==> src/design/mcpd_pkg.sv <==
`default_nettype none

package mcpd_pkg;

  // Default build values
  localparam int ADC_BITS_DEF   = 12;
  localparam int PWM_PERIOD_DEF = 12000;

  // Field and datapath widths
  localparam int GAIN_W     = 24;
  localparam int VEL_W      = 24;
  localparam int IDES_W     = 22;
  localparam int IMEAS_W    = 22;
  localparam int ERR_W      = 23;
  localparam int VOLT_W     = 23;
  localparam int MAXD_W     = 17;
  localparam int MUL_W      = 24;
  localparam int PROD_W     = 2 * MUL_W;
  localparam int INT_W      = 48;
  localparam int ACC_W      = 58;
  localparam int QUOT_W     = 21;
  localparam int DQ_W       = 19;
  localparam int FRAC_BITS  = 16;
  localparam int HI_SHIFT   = 8;
  localparam int CFG_IDX_W  = 3;
  localparam int CFG_DATA_W = 24;
  localparam int STEP_W     = 4;

  // Reciprocal of three: floor(x/3) = (x * RECIP3) >> RECIP_SHIFT for x < 2^25
  localparam logic [MUL_W-1:0] RECIP3      = 24'd11184811;
  localparam int               RECIP_SHIFT = 25;
  localparam int               SENSE_GAIN  = 110;

  localparam logic signed [ACC_W-1:0] VOLT_MAX = 58'sd4194303;
  localparam logic signed [ACC_W-1:0] VOLT_MIN = -58'sd4194304;
  localparam logic [MAXD_W-1:0]       FULL_DUTY = 17'd65536;

  // Register map
  typedef enum logic [CFG_IDX_W-1:0] {
    CFG_RES  = 3'd0,
    CFG_BEMF = 3'd1,
    CFG_KP   = 3'd2,
    CFG_KI   = 3'd3,
    CFG_MAXD = 3'd4
  } cfg_idx_t;

  // Microcode field codes
  typedef enum logic [1:0] {
    JC_NONE,
    JC_ALWAYS,
    JC_NO_INPUT,
    JC_OUT_BUSY
  } jc_t;

  typedef enum logic [2:0] {
    MA_RECIP3,
    MA_RES,
    MA_BEMF,
    MA_KP,
    MA_KI,
    MA_PERIOD
  } ma_t;

  typedef enum logic [2:0] {
    MB_NUM,
    MB_IDES,
    MB_VEL,
    MB_ERR,
    MB_INT_HI,
    MB_INT_LO,
    MB_VQ,
    MB_DUTY
  } mb_t;

  typedef enum logic [1:0] {
    AC_NONE,
    AC_LOAD16,
    AC_ADD16,
    AC_ADD8
  } acc_op_t;

  typedef enum logic [2:0] {
    LD_NONE,
    LD_IMEAS,
    LD_ERR,
    LD_INTEG,
    LD_IMAG,
    LD_VOLT,
    LD_DUTY
  } ld_t;

  typedef struct packed {
    logic              accept;
    logic              emit;
    jc_t               jc;
    logic [STEP_W-1:0] jt;
    logic              mul_en;
    ma_t               ma;
    mb_t               mb;
    acc_op_t           acc_op;
    ld_t               ld;
  } cw_t;

  typedef struct packed {
    logic no_input;
    logic out_busy;
  } status_t;

  localparam logic [STEP_W-1:0] ST_WAIT = 4'd0;
  localparam logic [STEP_W-1:0] ST_EMIT = 4'd13;

  // Control store: one control word per step
  function automatic cw_t ucode(logic [STEP_W-1:0] step);
    cw_t cw;
    cw = '0;
    case (step)
      4'd0: begin
        cw.accept = 1'b1;
        cw.jc     = JC_NO_INPUT;
        cw.jt     = ST_WAIT;
      end
      4'd1: begin
        cw.mul_en = 1'b1; cw.ma = MA_RECIP3; cw.mb = MB_NUM;
      end
      4'd2: begin
        cw.ld     = LD_IMEAS;
        cw.mul_en = 1'b1; cw.ma = MA_RES; cw.mb = MB_IDES;
      end
      4'd3: begin
        cw.ld     = LD_ERR;
        cw.acc_op = AC_LOAD16;
        cw.mul_en = 1'b1; cw.ma = MA_BEMF; cw.mb = MB_VEL;
      end
      4'd4: begin
        cw.ld     = LD_INTEG;
        cw.acc_op = AC_ADD16;
        cw.mul_en = 1'b1; cw.ma = MA_KP; cw.mb = MB_ERR;
      end
      4'd5: begin
        cw.ld     = LD_IMAG;
        cw.acc_op = AC_ADD16;
      end
      4'd6: begin
        cw.mul_en = 1'b1; cw.ma = MA_KI; cw.mb = MB_INT_HI;
      end
      4'd7: begin
        cw.acc_op = AC_ADD8;
        cw.mul_en = 1'b1; cw.ma = MA_KI; cw.mb = MB_INT_LO;
      end
      4'd8: begin
        cw.acc_op = AC_ADD16;
      end
      4'd9: begin
        cw.ld = LD_VOLT;
      end
      4'd10: begin
        cw.mul_en = 1'b1; cw.ma = MA_RECIP3; cw.mb = MB_VQ;
      end
      4'd11: begin
        cw.ld = LD_DUTY;
      end
      4'd12: begin
        cw.mul_en = 1'b1; cw.ma = MA_PERIOD; cw.mb = MB_DUTY;
      end
      4'd13: begin
        cw.emit = 1'b1;
        cw.jc   = JC_OUT_BUSY;
        cw.jt   = ST_EMIT;
      end
      default: begin
        cw.jc = JC_ALWAYS;
        cw.jt = ST_WAIT;
      end
    endcase
    return cw;
  endfunction

endpackage

`default_nettype wire

==> src/design/mcpd_if.sv <==
`default_nettype none

interface mcpd_tick_if #(
  parameter int ADC_BITS = mcpd_pkg::ADC_BITS_DEF
);
  logic                                 valid;
  logic                                 ready;
  logic                                 motor;
  logic [ADC_BITS-1:0]                  adc_sample;
  logic signed [mcpd_pkg::VEL_W-1:0]    velocity;
  logic signed [mcpd_pkg::IDES_W-1:0]   desired_current;
  logic                                 clear_integral;

  modport source (output valid, motor, adc_sample, velocity, desired_current,
                  clear_integral, input ready);
  modport sink   (input valid, motor, adc_sample, velocity, desired_current,
                  clear_integral, output ready);
endinterface

interface mcpd_drive_if #(
  parameter int PWM_PERIOD = mcpd_pkg::PWM_PERIOD_DEF
);
  localparam int TICK_W = $clog2(PWM_PERIOD + 1);

  logic                                 valid;
  logic                                 ready;
  logic                                 motor_id;
  logic                                 dir_forward;
  logic                                 dir_reverse;
  logic [TICK_W-1:0]                    pulse_ticks;
  logic signed [mcpd_pkg::VOLT_W-1:0]   drive_voltage;
  logic signed [mcpd_pkg::IMEAS_W-1:0]  measured_current;

  modport source (output valid, motor_id, dir_forward, dir_reverse, pulse_ticks,
                  drive_voltage, measured_current, input ready);
  modport sink   (input valid, motor_id, dir_forward, dir_reverse, pulse_ticks,
                  drive_voltage, measured_current, output ready);
endinterface

interface mcpd_cfg_if;
  logic                                 valid;
  logic                                 ready;
  logic [mcpd_pkg::CFG_IDX_W-1:0]       index;
  logic [mcpd_pkg::CFG_DATA_W-1:0]      data;

  modport source (output valid, index, data, input ready);
  modport sink   (input valid, index, data, output ready);
endinterface

`default_nettype wire

==> src/design/motor_current_pi_drive.sv <==
// Channel  Dir  Handshake     Payload
// tick     in   valid/ready   motor, adc_sample, velocity, desired_current, clear_integral
// drive    out  valid/ready   motor_id, dir_forward, dir_reverse, pulse_ticks,
//                             drive_voltage, measured_current
// cfg      in   valid/ready   index, data (ready always high)
//
// One item runs as an accept step followed by 13 program steps that run every
// product through one shared 24x24 multiplier.
// The integrator is split into two multiplier passes, which sets the step count.
// Reset is synchronous: step counter to the accept step, gains and both
// integrators to zero, output empty.
// A stalled output holds the program at its emit step; the next item waits in tick.
`default_nettype none

module motor_current_pi_drive #(
  parameter int ADC_BITS   = mcpd_pkg::ADC_BITS_DEF,
  parameter int PWM_PERIOD = mcpd_pkg::PWM_PERIOD_DEF
) (
  input wire logic     clk,
  input wire logic     rst,
  mcpd_tick_if.sink    tick,
  mcpd_drive_if.source drive,
  mcpd_cfg_if.sink     cfg
);

  mcpd_pkg::cw_t     cw;
  mcpd_pkg::status_t st;

  // Step counter and control store
  mcpd_seq u_seq (
    .clk (clk),
    .rst (rst),
    .st  (st),
    .cw  (cw)
  );

  // Datapath driven by the control word
  mcpd_dp #(
    .ADC_BITS   (ADC_BITS),
    .PWM_PERIOD (PWM_PERIOD)
  ) u_dp (
    .clk   (clk),
    .rst   (rst),
    .cw    (cw),
    .st    (st),
    .tick  (tick),
    .drive (drive),
    .cfg   (cfg)
  );

endmodule

`default_nettype wire

==> src/design/mcpd_seq.sv <==
`default_nettype none

module mcpd_seq (
  input  wire logic              clk,
  input  wire logic              rst,
  input  wire mcpd_pkg::status_t st,
  output mcpd_pkg::cw_t          cw
);

  logic [mcpd_pkg::STEP_W-1:0] step;
  logic [mcpd_pkg::STEP_W-1:0] step_next;
  logic                        take;

  // Fetch the control word for this step
  assign cw = mcpd_pkg::ucode(step);

  // Resolve the jump condition
  always_comb begin
    case (cw.jc)
      mcpd_pkg::JC_NONE:     take = 1'b0;
      mcpd_pkg::JC_ALWAYS:   take = 1'b1;
      mcpd_pkg::JC_NO_INPUT: take = st.no_input;
      mcpd_pkg::JC_OUT_BUSY: take = st.out_busy;
      default:               take = 1'b0;
    endcase
  end

  // Jump, wrap after the emit step, or advance
  always_comb begin
    if (take) begin
      step_next = cw.jt;
    end else if (cw.emit) begin
      step_next = mcpd_pkg::ST_WAIT;
    end else begin
      step_next = step + 1'b1;
    end
  end

  always_ff @(posedge clk) begin
    if (rst) begin
      step <= mcpd_pkg::ST_WAIT;
    end else begin
      step <= step_next;
    end
  end

endmodule

`default_nettype wire

==> src/design/mcpd_dp.sv <==
`default_nettype none

module mcpd_dp #(
  parameter int ADC_BITS   = mcpd_pkg::ADC_BITS_DEF,
  parameter int PWM_PERIOD = mcpd_pkg::PWM_PERIOD_DEF
) (
  input  wire logic          clk,
  input  wire logic          rst,
  input  wire mcpd_pkg::cw_t cw,
  output mcpd_pkg::status_t  st,
  mcpd_tick_if.sink          tick,
  mcpd_drive_if.source       drive,
  mcpd_cfg_if.sink           cfg
);

  localparam int TICK_W = $clog2(PWM_PERIOD + 1);
  localparam int MUL_W  = mcpd_pkg::MUL_W;
  localparam int PROD_W = mcpd_pkg::PROD_W;
  localparam int INT_W  = mcpd_pkg::INT_W;
  localparam int ACC_W  = mcpd_pkg::ACC_W;
  localparam int ERR_W  = mcpd_pkg::ERR_W;
  localparam int VOLT_W = mcpd_pkg::VOLT_W;
  localparam int IM_W   = mcpd_pkg::IMEAS_W;
  localparam int ID_W   = mcpd_pkg::IDES_W;
  localparam int VEL_W  = mcpd_pkg::VEL_W;
  localparam int MAXD_W = mcpd_pkg::MAXD_W;
  localparam int DQ_W   = mcpd_pkg::DQ_W;
  localparam logic [ADC_BITS-1:0] ADC_MID = ADC_BITS'(1) << (ADC_BITS - 1);

  // Configuration registers
  logic [mcpd_pkg::GAIN_W-1:0] res_gain, bemf_gain, kp_gain, ki_gain;
  logic [MAXD_W-1:0]           max_duty;

  // Latched input item
  logic                        ch;
  logic [ADC_BITS-1:0]         adc;
  logic signed [VEL_W-1:0]     vel;
  logic signed [ID_W-1:0]      ides;
  logic                        clr;

  // Working registers
  logic [PROD_W-1:0]           prod;
  logic                        prod_neg;
  logic signed [IM_W-1:0]      imeas;
  logic signed [ERR_W-1:0]     err;
  logic signed [INT_W-1:0]     integ [2];
  logic signed [INT_W-1:0]     integ_cur;
  logic [INT_W-1:0]            imag;
  logic signed [ACC_W-1:0]     acc;
  logic signed [VOLT_W-1:0]    volt;
  logic [MAXD_W-1:0]           duty;

  // Combinational datapath
  logic [ADC_BITS-1:0]         dmag;
  logic                        dneg;
  logic [MUL_W-1:0]            num1;
  logic [mcpd_pkg::QUOT_W-1:0] quot;
  logic [ID_W-1:0]             ides_mag;
  logic [VEL_W-1:0]            vel_mag;
  logic [ERR_W-1:0]            err_mag;
  logic [VOLT_W-1:0]           vmag;
  logic [MUL_W-1:0]            mul_a, mul_b;
  logic                        mul_neg;
  logic signed [INT_W-1:0]     ibase;
  logic signed [INT_W:0]       isum;
  logic signed [INT_W-1:0]     isat;
  logic [ACC_W-1:0]            tmag;
  logic signed [ACC_W-1:0]     term;
  logic signed [VOLT_W-1:0]    vsat;
  logic [DQ_W-1:0]             dq;
  logic [MAXD_W-1:0]           lim;
  logic [MAXD_W-1:0]           duty_next;
  logic                        in_xfer, out_load;

  assign tick.ready = cw.accept;
  assign cfg.ready  = 1'b1;
  assign in_xfer    = tick.valid && cw.accept;

  assign st.no_input = !tick.valid;
  assign st.out_busy = drive.valid && !drive.ready;
  assign out_load    = cw.emit && !st.out_busy;

  // Sensor offset removal and scaling to the divide-by-three numerator
  always_comb begin
    dneg = !adc[ADC_BITS-1];
    dmag = adc[ADC_BITS-1] ? (adc - ADC_MID) : (ADC_MID - adc);
    num1 = ((MUL_W'(dmag) * MUL_W'(mcpd_pkg::SENSE_GAIN)) << (16 - ADC_BITS))
           + MUL_W'(1);
    quot = prod[mcpd_pkg::RECIP_SHIFT +: mcpd_pkg::QUOT_W];
  end

  // Operand magnitudes
  always_comb begin
    ides_mag = ides[ID_W-1] ? ID_W'(-ides) : ID_W'(ides);
    vel_mag  = vel[VEL_W-1] ? VEL_W'(-vel) : VEL_W'(vel);
    err_mag  = err[ERR_W-1] ? ERR_W'(-err) : ERR_W'(err);
    vmag     = volt[VOLT_W-1] ? VOLT_W'(-volt) : VOLT_W'(volt);
  end

  // Multiplier operand select
  always_comb begin
    case (cw.ma)
      mcpd_pkg::MA_RECIP3: mul_a = mcpd_pkg::RECIP3;
      mcpd_pkg::MA_RES:    mul_a = res_gain;
      mcpd_pkg::MA_BEMF:   mul_a = bemf_gain;
      mcpd_pkg::MA_KP:     mul_a = kp_gain;
      mcpd_pkg::MA_KI:     mul_a = ki_gain;
      mcpd_pkg::MA_PERIOD: mul_a = MUL_W'(PWM_PERIOD);
      default:             mul_a = '0;
    endcase
    mul_neg = 1'b0;
    case (cw.mb)
      mcpd_pkg::MB_NUM:    mul_b = num1;
      mcpd_pkg::MB_IDES: begin
        mul_b   = MUL_W'(ides_mag);
        mul_neg = ides[ID_W-1];
      end
      mcpd_pkg::MB_VEL: begin
        mul_b   = vel_mag;
        mul_neg = vel[VEL_W-1];
      end
      mcpd_pkg::MB_ERR: begin
        mul_b   = MUL_W'(err_mag);
        mul_neg = err[ERR_W-1];
      end
      mcpd_pkg::MB_INT_HI: begin
        mul_b   = imag[INT_W-1:MUL_W];
        mul_neg = integ_cur[INT_W-1];
      end
      mcpd_pkg::MB_INT_LO: begin
        mul_b   = imag[MUL_W-1:0];
        mul_neg = integ_cur[INT_W-1];
      end
      mcpd_pkg::MB_VQ:     mul_b = MUL_W'(vmag[VOLT_W-1:2]);
      mcpd_pkg::MB_DUTY:   mul_b = MUL_W'(duty);
      default:             mul_b = '0;
    endcase
  end

  // Integrator update with saturation
  always_comb begin
    ibase = clr ? '0 : integ[ch];
    isum  = (INT_W + 1)'(ibase) + (INT_W + 1)'(err);
    if (isum[INT_W] != isum[INT_W-1]) begin
      isat = isum[INT_W] ? {1'b1, {(INT_W - 1){1'b0}}} : {1'b0, {(INT_W - 1){1'b1}}};
    end else begin
      isat = isum[INT_W-1:0];
    end
  end

  // Scaled product term for the voltage sum
  always_comb begin
    if (cw.acc_op == mcpd_pkg::AC_ADD8) begin
      tmag = ACC_W'(prod) << mcpd_pkg::HI_SHIFT;
    end else begin
      tmag = ACC_W'(prod >> mcpd_pkg::FRAC_BITS);
    end
    term = prod_neg ? -$signed(tmag) : $signed(tmag);
  end

  // Voltage clamp, duty quotient and limit
  always_comb begin
    if (acc > mcpd_pkg::VOLT_MAX) begin
      vsat = VOLT_W'(mcpd_pkg::VOLT_MAX);
    end else if (acc < mcpd_pkg::VOLT_MIN) begin
      vsat = VOLT_W'(mcpd_pkg::VOLT_MIN);
    end else begin
      vsat = acc[VOLT_W-1:0];
    end
    dq  = prod[mcpd_pkg::RECIP_SHIFT +: DQ_W];
    lim = (max_duty > mcpd_pkg::FULL_DUTY) ? mcpd_pkg::FULL_DUTY : max_duty;
    duty_next = (DQ_W'(lim) < dq) ? lim : dq[MAXD_W-1:0];
  end

  // Configuration writes
  always_ff @(posedge clk) begin
    if (rst) begin
      res_gain  <= '0;
      bemf_gain <= '0;
      kp_gain   <= '0;
      ki_gain   <= '0;
      max_duty  <= '0;
    end else if (cfg.valid) begin
      case (mcpd_pkg::cfg_idx_t'(cfg.index))
        mcpd_pkg::CFG_RES:  res_gain  <= cfg.data;
        mcpd_pkg::CFG_BEMF: bemf_gain <= cfg.data;
        mcpd_pkg::CFG_KP:   kp_gain   <= cfg.data;
        mcpd_pkg::CFG_KI:   ki_gain   <= cfg.data;
        mcpd_pkg::CFG_MAXD: max_duty  <= cfg.data[MAXD_W-1:0];
        default: ;
      endcase
    end
  end

  // Capture the input item on transfer
  always_ff @(posedge clk) begin
    if (in_xfer) begin
      ch   <= tick.motor;
      adc  <= tick.adc_sample;
      vel  <= tick.velocity;
      ides <= tick.desired_current;
      clr  <= tick.clear_integral;
    end
  end

  // Shared multiplier and working registers
  always_ff @(posedge clk) begin
    if (cw.mul_en) begin
      prod     <= PROD_W'(mul_a) * PROD_W'(mul_b);
      prod_neg <= mul_neg;
    end
    case (cw.acc_op)
      mcpd_pkg::AC_LOAD16: acc <= term;
      mcpd_pkg::AC_ADD16,
      mcpd_pkg::AC_ADD8:   acc <= acc + term;
      default: ;
    endcase
    case (cw.ld)
      mcpd_pkg::LD_IMEAS: imeas <= dneg ? -$signed(IM_W'(quot)) : $signed(IM_W'(quot));
      mcpd_pkg::LD_ERR:   err   <= ERR_W'(ides) - ERR_W'(imeas);
      mcpd_pkg::LD_INTEG: integ_cur <= isat;
      mcpd_pkg::LD_IMAG:  imag  <= integ_cur[INT_W-1] ? INT_W'(-integ_cur)
                                                       : INT_W'(integ_cur);
      mcpd_pkg::LD_VOLT:  volt  <= vsat;
      mcpd_pkg::LD_DUTY:  duty  <= duty_next;
      default: ;
    endcase
  end

  // Per-motor integrators
  always_ff @(posedge clk) begin
    if (rst) begin
      integ[0] <= '0;
      integ[1] <= '0;
    end else if (cw.ld == mcpd_pkg::LD_INTEG) begin
      integ[ch] <= isat;
    end
  end

  // Output register: hold until transfer
  always_ff @(posedge clk) begin
    if (rst) begin
      drive.valid <= 1'b0;
    end else if (out_load) begin
      drive.valid <= 1'b1;
    end else if (drive.ready) begin
      drive.valid <= 1'b0;
    end
  end

  always_ff @(posedge clk) begin
    if (out_load) begin
      drive.motor_id         <= ch;
      drive.dir_forward      <= !volt[VOLT_W-1] && (volt != '0);
      drive.dir_reverse      <= volt[VOLT_W-1];
      drive.pulse_ticks      <= TICK_W'(prod >> mcpd_pkg::FRAC_BITS);
      drive.drive_voltage    <= volt;
      drive.measured_current <= imeas;
    end
  end

endmodule

`default_nettype wire

==> src/flat_wrapper.sv <==
// flat-port wrapper written by rule: the top's interface ports become plain ports
module motor_current_pi_drive_flat 
#(
  parameter int ADC_BITS   = mcpd_pkg::ADC_BITS_DEF,
  parameter int PWM_PERIOD = mcpd_pkg::PWM_PERIOD_DEF
)
  (clk, rst, tick_valid, tick_motor, tick_adc_sample, tick_velocity, tick_desired_current, tick_clear_integral, tick_ready, drive_valid, drive_motor_id, drive_dir_forward, drive_dir_reverse, drive_pulse_ticks, drive_drive_voltage, drive_measured_current, drive_ready, cfg_valid, cfg_index, cfg_data, cfg_ready);
  mcpd_tick_if #(.ADC_BITS(ADC_BITS)) tick_i ();
  mcpd_drive_if #(.PWM_PERIOD(PWM_PERIOD)) drive_i ();
  mcpd_cfg_if cfg_i ();
  input wire logic clk;
  input wire logic rst;
  input wire logic [$bits(tick_i.valid)-1:0] tick_valid;
  input wire logic [$bits(tick_i.motor)-1:0] tick_motor;
  input wire logic [$bits(tick_i.adc_sample)-1:0] tick_adc_sample;
  input wire logic [$bits(tick_i.velocity)-1:0] tick_velocity;
  input wire logic [$bits(tick_i.desired_current)-1:0] tick_desired_current;
  input wire logic [$bits(tick_i.clear_integral)-1:0] tick_clear_integral;
  output wire logic [$bits(tick_i.ready)-1:0] tick_ready;
  output wire logic [$bits(drive_i.valid)-1:0] drive_valid;
  output wire logic [$bits(drive_i.motor_id)-1:0] drive_motor_id;
  output wire logic [$bits(drive_i.dir_forward)-1:0] drive_dir_forward;
  output wire logic [$bits(drive_i.dir_reverse)-1:0] drive_dir_reverse;
  output wire logic [$bits(drive_i.pulse_ticks)-1:0] drive_pulse_ticks;
  output wire logic [$bits(drive_i.drive_voltage)-1:0] drive_drive_voltage;
  output wire logic [$bits(drive_i.measured_current)-1:0] drive_measured_current;
  input wire logic [$bits(drive_i.ready)-1:0] drive_ready;
  input wire logic [$bits(cfg_i.valid)-1:0] cfg_valid;
  input wire logic [$bits(cfg_i.index)-1:0] cfg_index;
  input wire logic [$bits(cfg_i.data)-1:0] cfg_data;
  output wire logic [$bits(cfg_i.ready)-1:0] cfg_ready;
  assign tick_i.valid = tick_valid;
  assign tick_i.motor = tick_motor;
  assign tick_i.adc_sample = tick_adc_sample;
  assign tick_i.velocity = tick_velocity;
  assign tick_i.desired_current = tick_desired_current;
  assign tick_i.clear_integral = tick_clear_integral;
  assign tick_ready = tick_i.ready;
  assign drive_valid = drive_i.valid;
  assign drive_motor_id = drive_i.motor_id;
  assign drive_dir_forward = drive_i.dir_forward;
  assign drive_dir_reverse = drive_i.dir_reverse;
  assign drive_pulse_ticks = drive_i.pulse_ticks;
  assign drive_drive_voltage = drive_i.drive_voltage;
  assign drive_measured_current = drive_i.measured_current;
  assign drive_i.ready = drive_ready;
  assign cfg_i.valid = cfg_valid;
  assign cfg_i.index = cfg_index;
  assign cfg_i.data = cfg_data;
  assign cfg_ready = cfg_i.ready;
  motor_current_pi_drive #(.ADC_BITS(ADC_BITS), .PWM_PERIOD(PWM_PERIOD)) u_core (.clk(clk), .rst(rst), .tick(tick_i), .drive(drive_i), .cfg(cfg_i));
endmodule
==> config.mk <==
export PLATFORM = sky130hd
export DESIGN_NAME = motor_current_pi_drive_flat
export DESIGN_NICKNAME = d
export VERILOG_FILES = /design/src/design/mcpd_pkg.sv /design/src/design/mcpd_if.sv /design/src/design/motor_current_pi_drive.sv /design/src/design/mcpd_seq.sv /design/src/design/mcpd_dp.sv /design/src/flat_wrapper.sv
export SDC_FILE = /design/constraint.sdc
export NUM_CORES = 2
export LEC_CHECK = 0
export ABC_AREA = 1
export BUFFER_PORTS_ARGS = -buffer_cell sky130_fd_sc_hd__buf_2
export CAP_MARGIN = 30
export CORE_ASPECT_RATIO = 0.6
export CORE_MARGIN = 2
export CORE_UTILIZATION = 59
export CTS_BUF_LIST = sky130_fd_sc_hd__clkbuf_8 sky130_fd_sc_hd__clkbuf_16
export DETAILED_ROUTE_END_ITERATION = 16
export PLACE_DENSITY = 0.77
export SLEW_MARGIN = 20
export SYNTH_ARGS = -nofsm -noshare
export SYNTH_HDL_FRONTEND = slang
export SYNTH_SLANG_ARGS = --single-unit
==> constraint.sdc <==
create_clock -name clk -period 10.1 [get_ports clk]
set_input_delay 0 -clock clk [delete_from_list [all_inputs] [get_ports clk]]
set_output_delay 0 -clock clk [all_outputs]
set_load 0.05 [all_outputs]
==> impl_metrics.toml <==
[grt]
grt_pass1_wl_um = 362000
grtUsageTotal_pct = 45.4
grt_max_degree = 118
grt_pass1_vias = 56400
antenna_found_initial = 12
grt-ovfl-total = 0

[sta]
fin_crit_ns = 10.47
fin_crit_sh_pct = 104
slew_viol_final = 0
hold_violations = 0
max_freq_mhz = 95.5
setup_ws_ns = -0.371
fin_worst_skew_ns = 0.0444
tightestPinTransition_ns = 1.08
setup-violations-final = 25
max_slew_margin_pct = 28.1
rsz0062_at_grt = "yes"

[cells_and_area]
drive_gt1_share_pct = 13.2
finish.net_count = 9546
final_cell_mix = "nand2_1 (1,640), inv_1 (1,305), nor2_1 (869)"
final_util_pct = 69.3
final_common_cell = "nand2_1"
area_growth_pct = 16.9

[detailed_routing]
drt_first_pass_iters = 7
drt_iter0_drc = 9571
routedWlPerCell_um = 25.0
vias = 61400
routed_via_density = 6.11
drt.antenna.violating_nets = 0
drc_errors = 0
finalWirelength_um = 252000

[worst_hold_path]
hp-class = "input pin to flop"

[clock_network]
clkTransAtPathRegs_ns = 0.07
cts.sinks = 624
clock_latency_ns = 0.70
root_buffer = "clkbuf_16"
h-tree-depth = 3
cts_made_buffers = 67
cts_tree = "done"
cts_buffer_depth = 3

[setup_path]
cpMostUsedCell = "fa_1"
worstSetupEndpointType = "flop"
cp.arrival_ns = 10.91
cpMaxStageDelayCell = "fa_1"
cp-start-kind = "flop"
cp_data_required_time_ns = 10.54
crit_type = "flop to flop"
path_delay_family = "adder cells"
worst-path-buf-inv = 13
critPathMaxFanout = 5
slowest_delay_ns = 0.56

[placed_design]
numPortBuffers = 155
post-dp-hpwl_um = 196000
gp_congestion = 1.09
pre_cts_ws_ns = -0.827

[synth]
async_flop_share_pct = 0
ys_ff_latch = 624
syn_nets = 9034
synth_cell_types = 62
synth_edf_count = 505
yosysWarnings = 0
avgSynthCellArea_um2 = 7.68
syn_area_um2 = 62000
ys_seq_area_share_pct = 28.3
synth_ff_type = "edfxtp_1"
synthCells = 8073

[floorplanning]
die_area_um2 = 108000
num_rows = 92
fp.dieW_um = 422
pin_count = 157
start_util_pct = 59.3
dieHeight_um = 255
coreArea_um2 = 105000

[job]
cap_violations = 0

[status]
outcome = "complete, but fails checks"
failed_checks = "negative setup slack"
path summary, 6_finish.rpt:
path	from	to	slack (ns)	cells past startpoint
min reg2reg	u_core.u_dp.ki_gain[5]	u_core.u_dp.ki_gain[5]	0.45	2
max	u_core.u_dp.adc[1]	u_core.u_dp.prod[31]	-0.37	47
max reg2reg	u_core.u_dp.adc[1]	u_core.u_dp.prod[31]	-0.37	47
min	tick_velocity[20]	u_core.u_dp.vel[20]	0.03	2
registers in the layout (all words and copies together), names as in the netlist, 24 cells and up, named ones only:
name and count:
u_core.u_dp.integ 96, u_core.u_dp.kp_gain 24, u_core.u_dp.integ_cur 48, u_core.u_dp.res_gain 24, u_core.u_dp.imag 48, u_core.u_dp.acc 58
u_core.u_dp.prod 48, u_core.u_dp.vel 24, u_core.u_dp.ki_gain 24, u_core.u_dp.bemf_gain 24
metal layers:
layer / vias up / GRT usage (%) / routed length (um)
li1: 27000 / - / -
met1: 29100 / 67.0 / 103000
met2: 4702 / 57.5 / 93100
met3: 531 / 22.3 / 47100
met4: 16 / 12.7 / 8050
met5: - / 0.921 / 411
timing repair:
action / in CTS / in global routing
resized for setup: 163 / 327
pin swaps: 89 / 158
cloned: 0 / 2
hold endpoints to repair: 180 / 0
setup buffers: 27 / 33
hold buffers: 127 / 0
endpoints found under the setup margin: 28 / 32
worst reg2reg max path: cells and delay by family, from the launching register on:
| family | cells | cell delay (ns) |
|---|---|---|
| compound gates | 5 | 0.87 |
| simple gates | 13 | 1.30 |
| fa+ha+maj | 13 | 5.77 |
| xor+xnor | 3 | 0.57 |
| buf+inv | 13 | 1.27 |
| flops | 1 | 0.41 |
synth_stat cells, types with 30 or more instances:
cell type	instances	area (um^2)
clkbuf_1	130	488
a21oi_1	485	2430
xnor2_1	68	596
fa_1	507	10100
nor2_1	932	3500
o21bai_1	34	255
o21ai_0	429	2150
xor2_1	187	1640
nand2_1	1684	6320
dfxtp_1	119	2380
nor4_1	30	188
edfxtp_1	505	15200
nor3_1	58	290
nand3_1	637	3190
nand4_1	110	688
ha_1	362	4530
inv_1	1342	5040
buf_2	98	490
stage by stage:
step	TNS (ns)	instances	instance area [um^2]	hold slack, ns
detailed placement	-16.86	9733	66200	0.178
global placement	-12.44	9729	66200	0.177
floorplan	0	8073	62000	0.0691
global route	-11.76	10000	72400	0.0382
CTS	-0.0591	10000	70700	0.000728
finish	-5.00	10100	72400	0.0303
cell type report:
class / instances / area [um^2]
well taps: 1410 / 1760
clock buffers: 73 / 1770
multi-input cells: 5814 / 40000
flip-flops and latches: 624 / 17500
clock inverters: 50 / 455
inverters: 1370 / 5150
diodes: 5 / 12.5
fillers: 8608 / 32100
repair buffers: 708 / 5750
kinds of logic (layout without fill, tap and decap cells):
| group | Yosys count | after routing | synth area share [%] |
|---|---|---|---|
| and+or+nand+nor | 3574 | 3574 | 24.4 |
| buffers and inverters | 1635 | 2201 | 10.3 |
| AOI/OAI and AO/OA | 1115 | 1115 | 9.75 |
| adders and majority gates | 869 | 869 | 23.7 |
| DFF | 624 | 624 | 28.3 |
| xor gates and xnor gates | 255 | 255 | 3.60 |
| other | 1 | 6 | 0.00605 |
Power is left out: the tool's default activity adds up to more than one toggle a clock period on the data nets, which glitch-free logic cannot reach.
